`src/rtl/sarsum_pkg.sv`:
```
// shared types and constants for the summed-area rectangle sum core
// no dependencies
`timescale 1ns / 1ps
`default_nettype none

package sarsum_pkg;

    // default sizing
    localparam int MAX_ROWS_DEF  = 64;
    localparam int MAX_COLS_DEF  = 64;
    localparam int CELL_BITS_DEF = 16;

    // fixed field and storage widths
    localparam int BOUND_W = 7;   // query bounds and count registers
    localparam int TABLE_W = 29;  // stored prefix entry
    localparam int RUN_W   = 23;  // running row sum
    localparam int SUM_W   = 28;  // rectangle sum
    localparam int WIDE_W  = 33;  // cell plus running sum before wrap
    localparam int CMP_W   = 11;  // position compares against counts

    localparam int OUT_W   = ((SUM_W + 7) / 8) * 8;

    localparam logic [BOUND_W-1:0] COUNT_RESET = BOUND_W'(64);

    // configuration register indexes
    localparam logic REG_ROW_COUNT = 1'b0;
    localparam logic REG_COL_COUNT = 1'b1;

    // item kinds
    localparam logic KIND_LOAD  = 1'b0;
    localparam logic KIND_QUERY = 1'b1;

    // result status codes
    localparam logic STATUS_OK  = 1'b0;
    localparam logic STATUS_BAD = 1'b1;

    typedef enum logic [1:0] {
        ST_IDLE,
        ST_LD_WR,
        ST_Q_RD,
        ST_Q_FIN
    } sarsum_state_t;

    typedef struct packed {
        logic [BOUND_W-1:0] row_first;
        logic [BOUND_W-1:0] row_last;
        logic [BOUND_W-1:0] col_first;
        logic [BOUND_W-1:0] col_last;
    } sarsum_bounds_t;

    typedef struct packed {
        logic [SUM_W-1:0] rect_sum;
        logic             status;
    } sarsum_res_t;

    // read in flight for one of the four corner terms
    typedef struct packed {
        logic valid;
        logic neg;
        logic zero;
    } sarsum_pend_t;

endpackage

`default_nettype wire

```
`src/rtl/sarsum_ctrl.sv`:
```
// sequencer and datapath: load read-modify-write and four-corner query
// depends on sarsum_pkg, drives the ports of sarsum_table
`timescale 1ns / 1ps
`default_nettype none

module sarsum_ctrl
    import sarsum_pkg::*;
#(
    parameter int MAX_ROWS  = MAX_ROWS_DEF,
    parameter int MAX_COLS  = MAX_COLS_DEF,
    parameter int CELL_BITS = CELL_BITS_DEF,
    parameter int ADDR_W    = $clog2(MAX_ROWS_DEF * MAX_COLS_DEF)
)
(
    input  wire logic                 clk,
    input  wire logic                 rst_n,
    input  wire logic                 in_valid,
    output logic                      in_ready,
    input  wire logic                 in_kind,
    input  wire logic [CELL_BITS-1:0] in_cell,
    input  wire sarsum_bounds_t       in_bounds,
    input  wire logic [BOUND_W-1:0]   rows_eff,
    input  wire logic [BOUND_W-1:0]   cols_eff,
    output logic                      res_valid,
    input  wire logic                 res_ready,
    output sarsum_res_t               res,
    output logic                      mem_wr_en,
    output logic      [ADDR_W-1:0]    mem_wr_addr,
    output logic      [TABLE_W-1:0]   mem_wr_data,
    output logic                      mem_rd_en,
    output logic      [ADDR_W-1:0]    mem_rd_addr,
    input  wire logic [TABLE_W-1:0]   mem_rd_data
);

    localparam int ROW_W = $clog2(MAX_ROWS);
    localparam int COL_W = $clog2(MAX_COLS);

    sarsum_state_t       state_reg, state_next;
    logic [ROW_W-1:0]    load_row_reg, load_row_next;
    logic [COL_W-1:0]    load_col_reg, load_col_next;
    logic [RUN_W-1:0]    run_reg, run_next;
    logic                above_zero_reg, above_zero_next;
    logic [ADDR_W-1:0]   wr_addr_reg, wr_addr_next;
    sarsum_bounds_t      bounds_reg, bounds_next;
    logic [1:0]          term_reg, term_next;
    sarsum_pend_t        pend_reg, pend_next;
    logic [SUM_W-1:0]    acc_reg, acc_next;
    logic                status_reg, status_next;

    // load side
    logic [ADDR_W-1:0]   above_addr;
    logic [ADDR_W-1:0]   here_addr;
    logic [WIDE_W-1:0]   cell_ext;
    logic [WIDE_W-1:0]   run_ext;
    logic [WIDE_W-1:0]   run_sum;
    logic [CMP_W-1:0]    col_inc;
    logic [CMP_W-1:0]    row_inc;
    logic [ROW_W-1:0]    row_above;

    // query side
    logic                bounds_ok;
    logic [BOUND_W-1:0]  term_row;
    logic [BOUND_W-1:0]  term_col;
    logic [ROW_W+BOUND_W-1:0] term_row_pad;
    logic [COL_W+BOUND_W-1:0] term_col_pad;
    logic                term_zero;
    logic [ADDR_W-1:0]   term_addr;
    logic [SUM_W-1:0]    rd_term;
    logic [SUM_W-1:0]    acc_upd;

    assign row_above  = load_row_reg - ROW_W'(1);
    assign above_addr = ADDR_W'(row_above) * ADDR_W'(MAX_COLS) + ADDR_W'(load_col_reg);
    assign here_addr  = ADDR_W'(load_row_reg) * ADDR_W'(MAX_COLS) + ADDR_W'(load_col_reg);

    assign cell_ext = {{(WIDE_W - CELL_BITS){in_cell[CELL_BITS-1]}}, in_cell};
    assign run_ext  = (load_col_reg == '0) ? '0
                    : {{(WIDE_W - RUN_W){run_reg[RUN_W-1]}}, run_reg};
    assign run_sum  = cell_ext + run_ext;

    assign col_inc = CMP_W'(load_col_reg) + CMP_W'(1);
    assign row_inc = CMP_W'(load_row_reg) + CMP_W'(1);

    assign bounds_ok = (in_bounds.row_first != '0)
                    && (in_bounds.row_first <= in_bounds.row_last)
                    && (in_bounds.row_last <= rows_eff)
                    && (in_bounds.col_first != '0)
                    && (in_bounds.col_first <= in_bounds.col_last)
                    && (in_bounds.col_last <= cols_eff);

    // corner terms: +S(rl,cl) -S(rf-1,cl) -S(rl,cf-1) +S(rf-1,cf-1)
    assign term_row  = term_reg[0] ? bounds_reg.row_first - BOUND_W'(1) : bounds_reg.row_last;
    assign term_col  = term_reg[1] ? bounds_reg.col_first - BOUND_W'(1) : bounds_reg.col_last;
    assign term_zero = (term_row == '0) || (term_col == '0);
    assign term_row_pad = {{ROW_W{1'b0}}, term_row - BOUND_W'(1)};
    assign term_col_pad = {{COL_W{1'b0}}, term_col - BOUND_W'(1)};
    assign term_addr = ADDR_W'(term_row_pad[ROW_W-1:0]) * ADDR_W'(MAX_COLS)
                     + ADDR_W'(term_col_pad[COL_W-1:0]);

    assign rd_term = mem_rd_data[SUM_W-1:0];
    assign acc_upd = (!pend_reg.valid || pend_reg.zero) ? acc_reg
                   : (pend_reg.neg ? acc_reg - rd_term : acc_reg + rd_term);

    assign mem_wr_addr = wr_addr_reg;
    assign mem_wr_data = (above_zero_reg ? '0 : mem_rd_data)
                       + {{(TABLE_W - RUN_W){run_reg[RUN_W-1]}}, run_reg};

    always_ff @(posedge clk or negedge rst_n)
    begin
        if (!rst_n)
        begin
            state_reg    <= ST_IDLE;
            load_row_reg <= '0;
            load_col_reg <= '0;
            run_reg      <= '0;
            pend_reg     <= '0;
        end
        else
        begin
            state_reg    <= state_next;
            load_row_reg <= load_row_next;
            load_col_reg <= load_col_next;
            run_reg      <= run_next;
            pend_reg     <= pend_next;
        end
    end

    always_ff @(posedge clk)
    begin
        above_zero_reg <= above_zero_next;
        wr_addr_reg    <= wr_addr_next;
        bounds_reg     <= bounds_next;
        term_reg       <= term_next;
        acc_reg        <= acc_next;
        status_reg     <= status_next;
    end

    always_comb
    begin
        state_next      = state_reg;
        load_row_next   = load_row_reg;
        load_col_next   = load_col_reg;
        run_next        = run_reg;
        above_zero_next = above_zero_reg;
        wr_addr_next    = wr_addr_reg;
        bounds_next     = bounds_reg;
        term_next       = term_reg;
        pend_next       = pend_reg;
        acc_next        = acc_reg;
        status_next     = status_reg;
        in_ready        = 1'b0;
        res_valid       = 1'b0;
        res.rect_sum    = acc_upd;
        res.status      = status_reg;
        mem_wr_en       = 1'b0;
        mem_rd_en       = 1'b0;
        mem_rd_addr     = above_addr;

        case (state_reg)
            ST_IDLE:
            begin
                in_ready = 1'b1;
                if (in_valid && in_kind == KIND_LOAD)
                begin
                    // fetch the entry above while the row sum moves on
                    mem_rd_en       = (load_row_reg != '0);
                    above_zero_next = (load_row_reg == '0);
                    wr_addr_next    = here_addr;
                    run_next        = run_sum[RUN_W-1:0];
                    if (col_inc >= CMP_W'(cols_eff))
                    begin
                        load_col_next = '0;
                        if (row_inc >= CMP_W'(rows_eff))
                        begin
                            load_row_next = '0;
                        end
                        else
                        begin
                            load_row_next = row_inc[ROW_W-1:0];
                        end
                    end
                    else
                    begin
                        load_col_next = col_inc[COL_W-1:0];
                    end
                    state_next = ST_LD_WR;
                end
                else if (in_valid)
                begin
                    bounds_next     = in_bounds;
                    acc_next        = '0;
                    term_next       = '0;
                    pend_next.valid = 1'b0;
                    if (bounds_ok)
                    begin
                        status_next = STATUS_OK;
                        state_next  = ST_Q_RD;
                    end
                    else
                    begin
                        status_next = STATUS_BAD;
                        state_next  = ST_Q_FIN;
                    end
                end
            end

            ST_LD_WR:
            begin
                mem_wr_en  = 1'b1;
                state_next = ST_IDLE;
            end

            ST_Q_RD:
            begin
                // issue one corner read, fold in the previous one
                mem_rd_addr    = term_addr;
                mem_rd_en      = !term_zero;
                pend_next.valid = 1'b1;
                pend_next.neg  = term_reg[0] ^ term_reg[1];
                pend_next.zero = term_zero;
                acc_next       = acc_upd;
                term_next      = term_reg + 2'd1;
                if (term_reg == 2'd3)
                begin
                    state_next = ST_Q_FIN;
                end
            end

            ST_Q_FIN:
            begin
                res_valid       = 1'b1;
                acc_next        = acc_upd;
                pend_next.valid = 1'b0;
                if (res_ready)
                begin
                    state_next = ST_IDLE;
                end
            end

            default:
            begin
                state_next = ST_IDLE;
            end
        endcase
    end

endmodule

`default_nettype wire

```
`config.mk`:
```
export PLATFORM = sky130hd
export DESIGN_NAME = sarsum_ctrl
export DESIGN_NICKNAME = d
export VERILOG_FILES = /design/src/rtl/sarsum_pkg.sv /design/src/rtl/sarsum_ctrl.sv
export SDC_FILE = /design/constraint.sdc
export NUM_CORES = 1
export LEC_CHECK = 0
export ABC_AREA = 1
export BUFFER_PORTS_ARGS = -buffer_cell sky130_fd_sc_hd__buf_4
export CAP_MARGIN = 20
export CORE_ASPECT_RATIO = 0.7
export CORE_MARGIN = 8
export CORE_UTILIZATION = 46
export CTS_CLUSTER_SIZE = 10
export DETAILED_ROUTE_END_ITERATION = 8
export PLACE_DENSITY = 0.72
export REMOVE_ABC_BUFFERS = 1
export SLEW_MARGIN = 25
export SYNTH_ARGS = -nofsm -noshare
export SYNTH_HDL_FRONTEND = slang
export SYNTH_SLANG_ARGS = --single-unit
```
`constraint.sdc`:
```
create_clock -name clk -period 3.04 [get_ports clk]
set_input_delay 0.152 -clock clk [delete_from_list [all_inputs] [get_ports clk]]
set_output_delay 0.152 -clock clk [all_outputs]
set_load 0.01 [all_outputs]
```
==> impl_metrics.env, run 1 <==
export IMPL_number_of_synthesized_register_bits=112
export IMPL_grt_usage_pct=25.09
export IMPL_synthesis_area_um2=12330
export IMPL_cts_root_buf="sky130_fd_sc_hd__clkbuf_16"
export IMPL_floorplan_core_area_um2=26530
export IMPL_fill_cell_count=2492
export IMPL_ir_drop_mv=0.5637
export IMPL_post_synth_inst_count=1880
export IMPL_critical_path_most_common_cell="sky130_fd_sc_hd__nand2_1"
export IMPL_cp_start_kind="flop"
export IMPL_first_global_vias=12472
export IMPL_wl_per_cell_um=16.97
export IMPL_clkSlewWorstSetupHoldPaths_ps=100
export IMPL_post_route_ant_nets=0
export IMPL_gr_total_overflow=0
export IMPL_placed_area_um2=14280
export IMPL_timing_hold_violations_final=0
export IMPL_area_growth_synth_to_final_pct=29.11
export IMPL_critical_path_required_ps=2890
export IMPL_worstPathArrival_ps=3030
export IMPL_tritoncts_num_buffers=9
export IMPL_internal_power_w=0.008154
export IMPL_insertion_delay_ps=390
export IMPL_htree_levels=3
export IMPL_chipHeight_um=153.0
export IMPL_start_util_pct=46.49
export IMPL_synth_lib_cells_used_distinct=51
export IMPL_critical_path_peak_fanout=5
export IMPL_grt_setup_unrepaired="true"
export IMPL_maximum_count_of_clock_buffers_along_a_single_path=2
export IMPL_drt_pass1_iterations=5
export IMPL_final_period_utilization_pct=104.8
export IMPL_worst_path_max_delay_cell="sky130_fd_sc_hd__dfrtp_2"
export IMPL_viasPerCell=5.356
export IMPL_port_buffers=177
export IMPL_switching_share_pct=53.47
export IMPL_layout_setup_ws_ps=-145.8
export IMPL_final_setup_skew_ps=20.42
export IMPL_max_cap_violations=0
export IMPL_die_area_um2=32380
export IMPL_max_slew_worst_pin_slew_ps=574.7
export IMPL_slew_violations=0
export IMPL_finish_net_count=2350
export IMPL_status="finished, violations left"
export IMPL_critPathCaptureType="output port"
export IMPL_power_leakage_nw=8.239
export IMPL_yosysWarnings=0
export IMPL_rows=50
export IMPL_clock_tree_from_tritoncts="built"
export IMPL_tritoncts_num_sinks=112
export IMPL_layoutNonFillerInstCount=2501
export IMPL_worst_hold_path_type="input port to flop"
export IMPL_synthesis_area_per_instance_um2=6.559
export IMPL_cp_num_buf_inv=3
export IMPL_pwr_share_seq_pct=16.1
export IMPL_drive_gt1_share_pct=21.50
export IMPL_num_io_pins=178
export IMPL_share_comb_of_total_power_pct=76.3
export IMPL_critical_path_max_stage_delay_ps=470
export IMPL_post_route_min_period_ps=3186
export IMPL_critical_path_cell_sequence="clkinv_4 > o31ai_4 > nand2_2 > a21oi_4 > nand3_2 > xor2_1 > ha_1 > a21o_1 > nor2_1 > nand2_1 > a21oi_2 > nand2_1 > nand2_1 > nand3_2 > nand2_2 > inv_2 > buf_6"
export IMPL_path_delay_family="simple AND/OR/NAND/NOR gates"
export IMPL_max_freq_mhz=313.9
export IMPL_power_density_nw_per_um2=1101
export IMPL_grt_antenna_before_repair=7
export IMPL_finalInstanceArea_um2=15920
export IMPL_synth_enable_flop_cells=72
export IMPL_placed_cells_incl_taps=2430
export IMPL_die_width_um=211.7
export IMPL_via_count=13395
export IMPL_routability_congestion_estimate=0.9817
export IMPL_grt_pass1_wl_mm=65.81
export IMPL_drcViolationCount=0
export IMPL_power_total_w=0.01752
export IMPL_power_switching_w=0.009371
export IMPL_violations="setup timing"
export IMPL_yosys_most_used_dff="sky130_fd_sc_hd__edfxtp_1"
export IMPL_synth_sequential_area_ratio_pct=25.65
export IMPL_power_frac_clock_pct=7.6
export IMPL_crit_type="flop to output port"
export IMPL_tns_ps=-917.7
export IMPL_detailed_place_hpwl_mm=33.58
export IMPL_dr_first_iter_drc_count=1165
export IMPL_relative_max_transition_margin_pct=61.69
export IMPL_detail_route_wirelength_mm=42.44
export IMPL_largest_net_degree_at_the_start_of_global_routing=41
export IMPL_setup_viol=14
export IMPL_asyncSetResetFlopFracSynth_pct=35.71
export IMPL_final_core_util_pct=60.02
==> path summary, 6_finish.rpt <==
kind,slack [ps],end,startpoint,cells past startpoint
setup reg to reg,230,run_reg[22],load_col_reg[1],16
max in group asynchronous,2310,load_col_reg[1],rst_n,2
hold reg to reg,510,mem_wr_addr[5],load_col_reg[5],0
min in group asynchronous,300,run_reg[11],rst_n,2
hold / removal,100,state_reg[1],res_ready,4
setup / recovery,-150,res[28],pend_reg[1],17
==> layer usage <==
metal	global-route usage, %	up-vias	wire, µm
met3	3.963	74	2746
met2	38.63	499	18860
met5	0	-	0
li1	-	6632	-
met1	35.50	6190	19690
met4	7.758	0	1141
==> cell type report <==
| type | count | area (µm²) | area share (%) |
|---|---|---|---|
| Tap cell | 364 | 455.4 | 2.861 |
| Multi-Input combinational cell | 1425 | 8675 | 54.49 |
| Antenna cell | 7 | 17.52 | 0.1100 |
| Sequential cell | 112 | 3166 | 19.88 |
| Timing Repair Buffer | 259 | 2086 | 13.10 |
| Inverter | 317 | 1197 | 7.521 |
| Timing Repair inverter | 1 | 5.005 | 0.03144 |
| Clock inverter | 7 | 93.84 | 0.5894 |
| Clock buffer | 9 | 225.2 | 1.415 |
==> placed cells by master, fill, tap and decap left out, types with 9 or more instances in the layout <==
cell type                         n
sky130_fd_sc_hd__a21oi_2         17
sky130_fd_sc_hd__nor3_1          23
sky130_fd_sc_hd__dlygate4sd3_1   29
sky130_fd_sc_hd__a21oi_1        101
sky130_fd_sc_hd__clkbuf_16        9
sky130_fd_sc_hd__buf_4          216
sky130_fd_sc_hd__nor2_1         167
sky130_fd_sc_hd__nor2_2          17
sky130_fd_sc_hd__xnor2_1         12
sky130_fd_sc_hd__ha_4            14
sky130_fd_sc_hd__inv_1          286
sky130_fd_sc_hd__inv_2           27
sky130_fd_sc_hd__edfxtp_1        72
sky130_fd_sc_hd__xor2_1          55
sky130_fd_sc_hd__nand2_1        470
sky130_fd_sc_hd__a21o_1          10
sky130_fd_sc_hd__o21ai_2         11
sky130_fd_sc_hd__nor2_4          11
sky130_fd_sc_hd__nand4_1         34
sky130_fd_sc_hd__nand3b_1         9
sky130_fd_sc_hd__ha_1           110
sky130_fd_sc_hd__nand3_2         14
sky130_fd_sc_hd__buf_6           11
sky130_fd_sc_hd__nand2_2         40
sky130_fd_sc_hd__o21ai_0         60
sky130_fd_sc_hd__or2_2           14
sky130_fd_sc_hd__dfrtp_1         38
sky130_fd_sc_hd__o21ai_1         31
sky130_fd_sc_hd__nand3_1        113
==> power by group through the flow <==
stage	registers, W	clock network [W]	logic, W
5_1_grt	0.00287	0.00140	0.0147
3_5_place_dp	0.00278	0	0.0114
6_report	0.00282	0.00133	0.0134
4_1_cts	0.00278	0.00135	0.0121
3_3_place_gp	0.00277	0	0.0113
2_1_floorplan	0.00261	0	0.00739
==> through the flow <==
stage          setup slack (ps)  hold slack, ps
2_1_floorplan             236.7          -143.6
3_3_place_gp             -21.96           175.1
3_5_place_dp             -115.7           190.7
4_1_cts                  -91.39           77.77
5_1_grt                  -306.1           105.9
6_report                 -145.8           96.75
==> synth_stat cells (14+ instances only) <==
cell                       instances  area share [%]
sky130_fd_sc_hd__nand2_1         511              16
sky130_fd_sc_hd__inv_1           295             9.0
sky130_fd_sc_hd__nor2_1          189             5.8
sky130_fd_sc_hd__ha_1            130              13
sky130_fd_sc_hd__nand3_1         129             5.2
sky130_fd_sc_hd__a21oi_1         120             4.9
sky130_fd_sc_hd__edfxtp_1         72              18
sky130_fd_sc_hd__o21ai_0          66             2.7
sky130_fd_sc_hd__xor2_1           61             4.3
sky130_fd_sc_hd__dfrtp_1          40             8.1
sky130_fd_sc_hd__o21ai_1          35             1.4
sky130_fd_sc_hd__nand4_1          34             1.7
sky130_fd_sc_hd__nor3_1           27             1.1
sky130_fd_sc_hd__inv_2            19            0.58
sky130_fd_sc_hd__clkbuf_1         16            0.49
sky130_fd_sc_hd__or2_2            14            0.71
==> what timing repair did <==
| item | in CTS | in global routing |
|---|---|---|
| pin swaps | 11 | 60 |
| gates resized for setup | 53 | 157 |
| hold buffers | 29 | 0 |
| cloned | 0 | 1 |
| endpoints found under the hold margin | 68 | 0 |
| endpoints found under the setup margin | 24 | 44 |
| buffers inserted | 10 | 8 |
==> cell families after synthesis <==
logic type | share of synthesized area (%)
AO/OA/AOI/OAI | 12.64
XOR/XNOR | 5.185
adder cells (fa/ha/maj) | 13.68
buffers and inverters | 10.58
flip-flops | 25.65
AND/OR/NAND/NOR | 32.26
==> worst min-delay path: stages <==
cell and delay, ps:
sky130_fd_sc_hd__buf_4 90, sky130_fd_sc_hd__o22ai_1 70, sky130_fd_sc_hd__inv_1 70, sky130_fd_sc_hd__o31ai_1 60
Note: power is estimated with default switching activity, not from simulation.
==> inputs of run 2 (changes only) <==
PLACE_DENSITY = 0.76   (was 0.72)
==> run 2 against run 1 <==
Compared with the run above:
- the run still ends with setup timing left
- largest power group unchanged
- setup slack better by 6.9 ps
- maximum frequency up 0.22%
- highest routed layer unchanged
- final area up 4.3%
- routed wire length up 4.1%
==> impl_metrics.env, run 2 (synthesized netlist as in run 1, its figures left out) <==
export IMPL_status="finished, violations left"
export IMPL_violations="setup timing"
export IMPL_path_delay_family="simple AND/OR/NAND/NOR gates"
export IMPL_viasPerCell=5.422
export IMPL_layout_common_cells="sky130_fd_sc_hd__nand2_1, sky130_fd_sc_hd__inv_1, sky130_fd_sc_hd__buf_4"
export IMPL_area_growth_synth_to_final_pct=34.67
export IMPL_max_cap_violations=0
export IMPL_worst_path_max_delay_cell="sky130_fd_sc_hd__dfrtp_2"
export IMPL_htree_levels=3
export IMPL_holdWs_ps=111.4
export IMPL_routability_congestion_estimate=0.9879
export IMPL_layout_commonest_cell="sky130_fd_sc_hd__nand2_1"
export IMPL_relative_max_transition_margin_pct=62.45
export IMPL_grt_setup_unrepaired="true"
export IMPL_insertion_delay_ps=370
export IMPL_cts_root_buf="sky130_fd_sc_hd__clkbuf_16"
export IMPL_wl_per_cell_um=17.53
export IMPL_grt_pass1_wl_mm=65.87
export IMPL_ir_drop_mv=0.5816
export IMPL_power_density_nw_per_um2=1130
export IMPL_cp_num_buf_inv=4
export IMPL_largest_net_degree_at_the_start_of_global_routing=41
export IMPL_slew_violations=0
export IMPL_post_route_ant_nets=0
export IMPL_routed_wire_length_on_met3_mm=3.479
export IMPL_drive_gt1_share_pct=25.60
export IMPL_wl_met2_mm=19.14
export IMPL_timing_hold_violations_final=0
export IMPL_setup_viol=8
export IMPL_power_leakage_nw=8.494
export IMPL_tritoncts_num_sinks=112
export IMPL_timing_reg2reg_worst_path_depth=22
export IMPL_final_setup_skew_ps=10.73
export IMPL_detail_route_wirelength_mm=44.17
export IMPL_cp_start_kind="flop"
export IMPL_worstHoldPathCells=4
export IMPL_critical_path_cell_sequence="clkinv_4 > o31ai_4 > nand2_2 > a21oi_4 > buf_6 > nand2_4 > xor2_4 > ha_4 > nand2_4 > nor3_4 > and2_4 > nand3_4 > nand3_2 > nand3_2 > nand2_2 > inv_2 > buf_6"
export IMPL_dr_first_iter_drc_count=1380
export IMPL_critical_path_max_stage_delay_ps=430
export IMPL_floorplan_core_area_um2=26530
export IMPL_crit_type="flop to output port"
export IMPL_layoutNonFillerInstCount=2520
export IMPL_num_io_pins=178
export IMPL_final_core_util_pct=62.60
export IMPL_worstPathArrival_ps=3030
export IMPL_grt_antenna_before_repair=4
export IMPL_start_util_pct=46.49
export IMPL_worst_hold_path_type="input port to flop"
export IMPL_chipHeight_um=153.0
export IMPL_drt_pass1_iterations=6
export IMPL_power_total_w=0.01877
export IMPL_worstHoldStart="res_ready"
export IMPL_die_area_um2=32380
export IMPL_drcViolationCount=0
export IMPL_final_period_utilization_pct=104.6
export IMPL_top_layer="met4"
export IMPL_gr_total_overflow=0
export IMPL_preCtsSetupSlack_ps=-108.5
export IMPL_detailed_place_hpwl_mm=34.11
export IMPL_tritoncts_num_buffers=9
export IMPL_max_freq_mhz=314.6
export IMPL_critPathCaptureType="output port"
export IMPL_clkSlewWorstSetupHoldPaths_ps=90
export IMPL_grt_usage_pct=25.28
export IMPL_rows=50
export IMPL_layout_setup_ws_ps=-138.9
export IMPL_placed_cells_incl_taps=2434
export IMPL_maximum_count_of_clock_buffers_along_a_single_path=2
export IMPL_finish_net_count=2372
export IMPL_met1Wirelength_mm=20.48
export IMPL_critical_path_required_ps=2890
export IMPL_max_slew_worst_pin_slew_ps=563.3
export IMPL_critical_path_peak_fanout=6
export IMPL_worstHoldEndpoint="state_reg[1]"
export IMPL_post_route_min_period_ps=3179
export IMPL_first_global_vias=12327
export IMPL_rr_startpoint="pend_reg[1]"
export IMPL_timing_rr_end="acc_reg[27]"
export IMPL_port_buffers=177
export IMPL_clock_tree_from_tritoncts="built"
export IMPL_via_count=13664
export IMPL_die_width_um=211.7
export IMPL_setup_reg_to_reg_worst_slack_ps=150
## run 2: changes by cell type in the layout (fill, tap and decap cells not counted), sizes merged
| cell | change |
|---|---|
| diode | -3 |
| inv | -2 |
| buf | +19 |
| clkbuf | +3 |
| clkinvlp | +2 |
## run 2: final cells by class
class | instances | area, µm²
well taps | 364 | 455.4
clock inverters | 7 | 76.32
flip-flops and latches | 112 | 3166
fillers | 2377 | 9920
repair buffers | 281 | 2317
repair inverters | 1 | 8.758
inverters | 317 | 1205
clock buffers | 9 | 225.2
multi-input cells | 1425 | 9143
diodes | 4 | 10.01
## run 2: per-stage QoR
step	TNS, ps	instance area, µm²
after detailed placement	-657.0	14310
after CTS	-69.93	15270
after floorplan	0	12220
after global placement	-140.3	14310
final	-380.9	16610
after global routing	-2513	16610
## run 2: report_power, final
| part | total [W] | internal (W) | switching [W] |
|---|---|---|---|
| registers | 0.00287 | 0.00227 | 0.000603 |
| clock network | 0.00126 | 0.000583 | 0.000673 |
| logic | 0.0146 | 0.00593 | 0.00871 |
| total | 0.0188 | 0.00879 | 0.00998 |
## run 2: tightest hold or removal path: stages
cell and delay [ps]:
sky130_fd_sc_hd__buf_4 90, sky130_fd_sc_hd__o22ai_1 70, sky130_fd_sc_hd__inv_1 70, sky130_fd_sc_hd__o31ai_1 60
## run 2: what timing repair did
action,CTS,global route
pin swaps,22,79
setup buffers,13,23
hold endpoints to repair,68,0
setup endpoints to repair,24,43
gates cloned,0,4
hold buffers,29,0
resized for setup,69,263
## run 2: how the worst max path moves through the flow
| stage | from | to | slack (ps) | depth (start not counted) |
|---|---|---|---|---|
| 2_1_floorplan | load_col_reg[0] | run_reg[12] | 240 | 14 |
| 3_3_place_gp | mem_rd_data[0] | res[28] | -50 | 22 |
| 3_5_place_dp | mem_rd_data[0] | res[27] | -110 | 21 |
| 4_1_cts | pend_reg[1] | res[28] | -30 | 17 |
| 5_1_grt | pend_reg[1] | res[27] | -280 | 20 |
| 6_report | pend_reg[1] | res[27] | -140 | 17 |
## run 2: metal layers
metal	global-route usage, %	up-vias
met5	0	-
met4	6.438	0
met3	3.841	65
met2	37.64	603
met1	37.42	6347
li1	-	6649
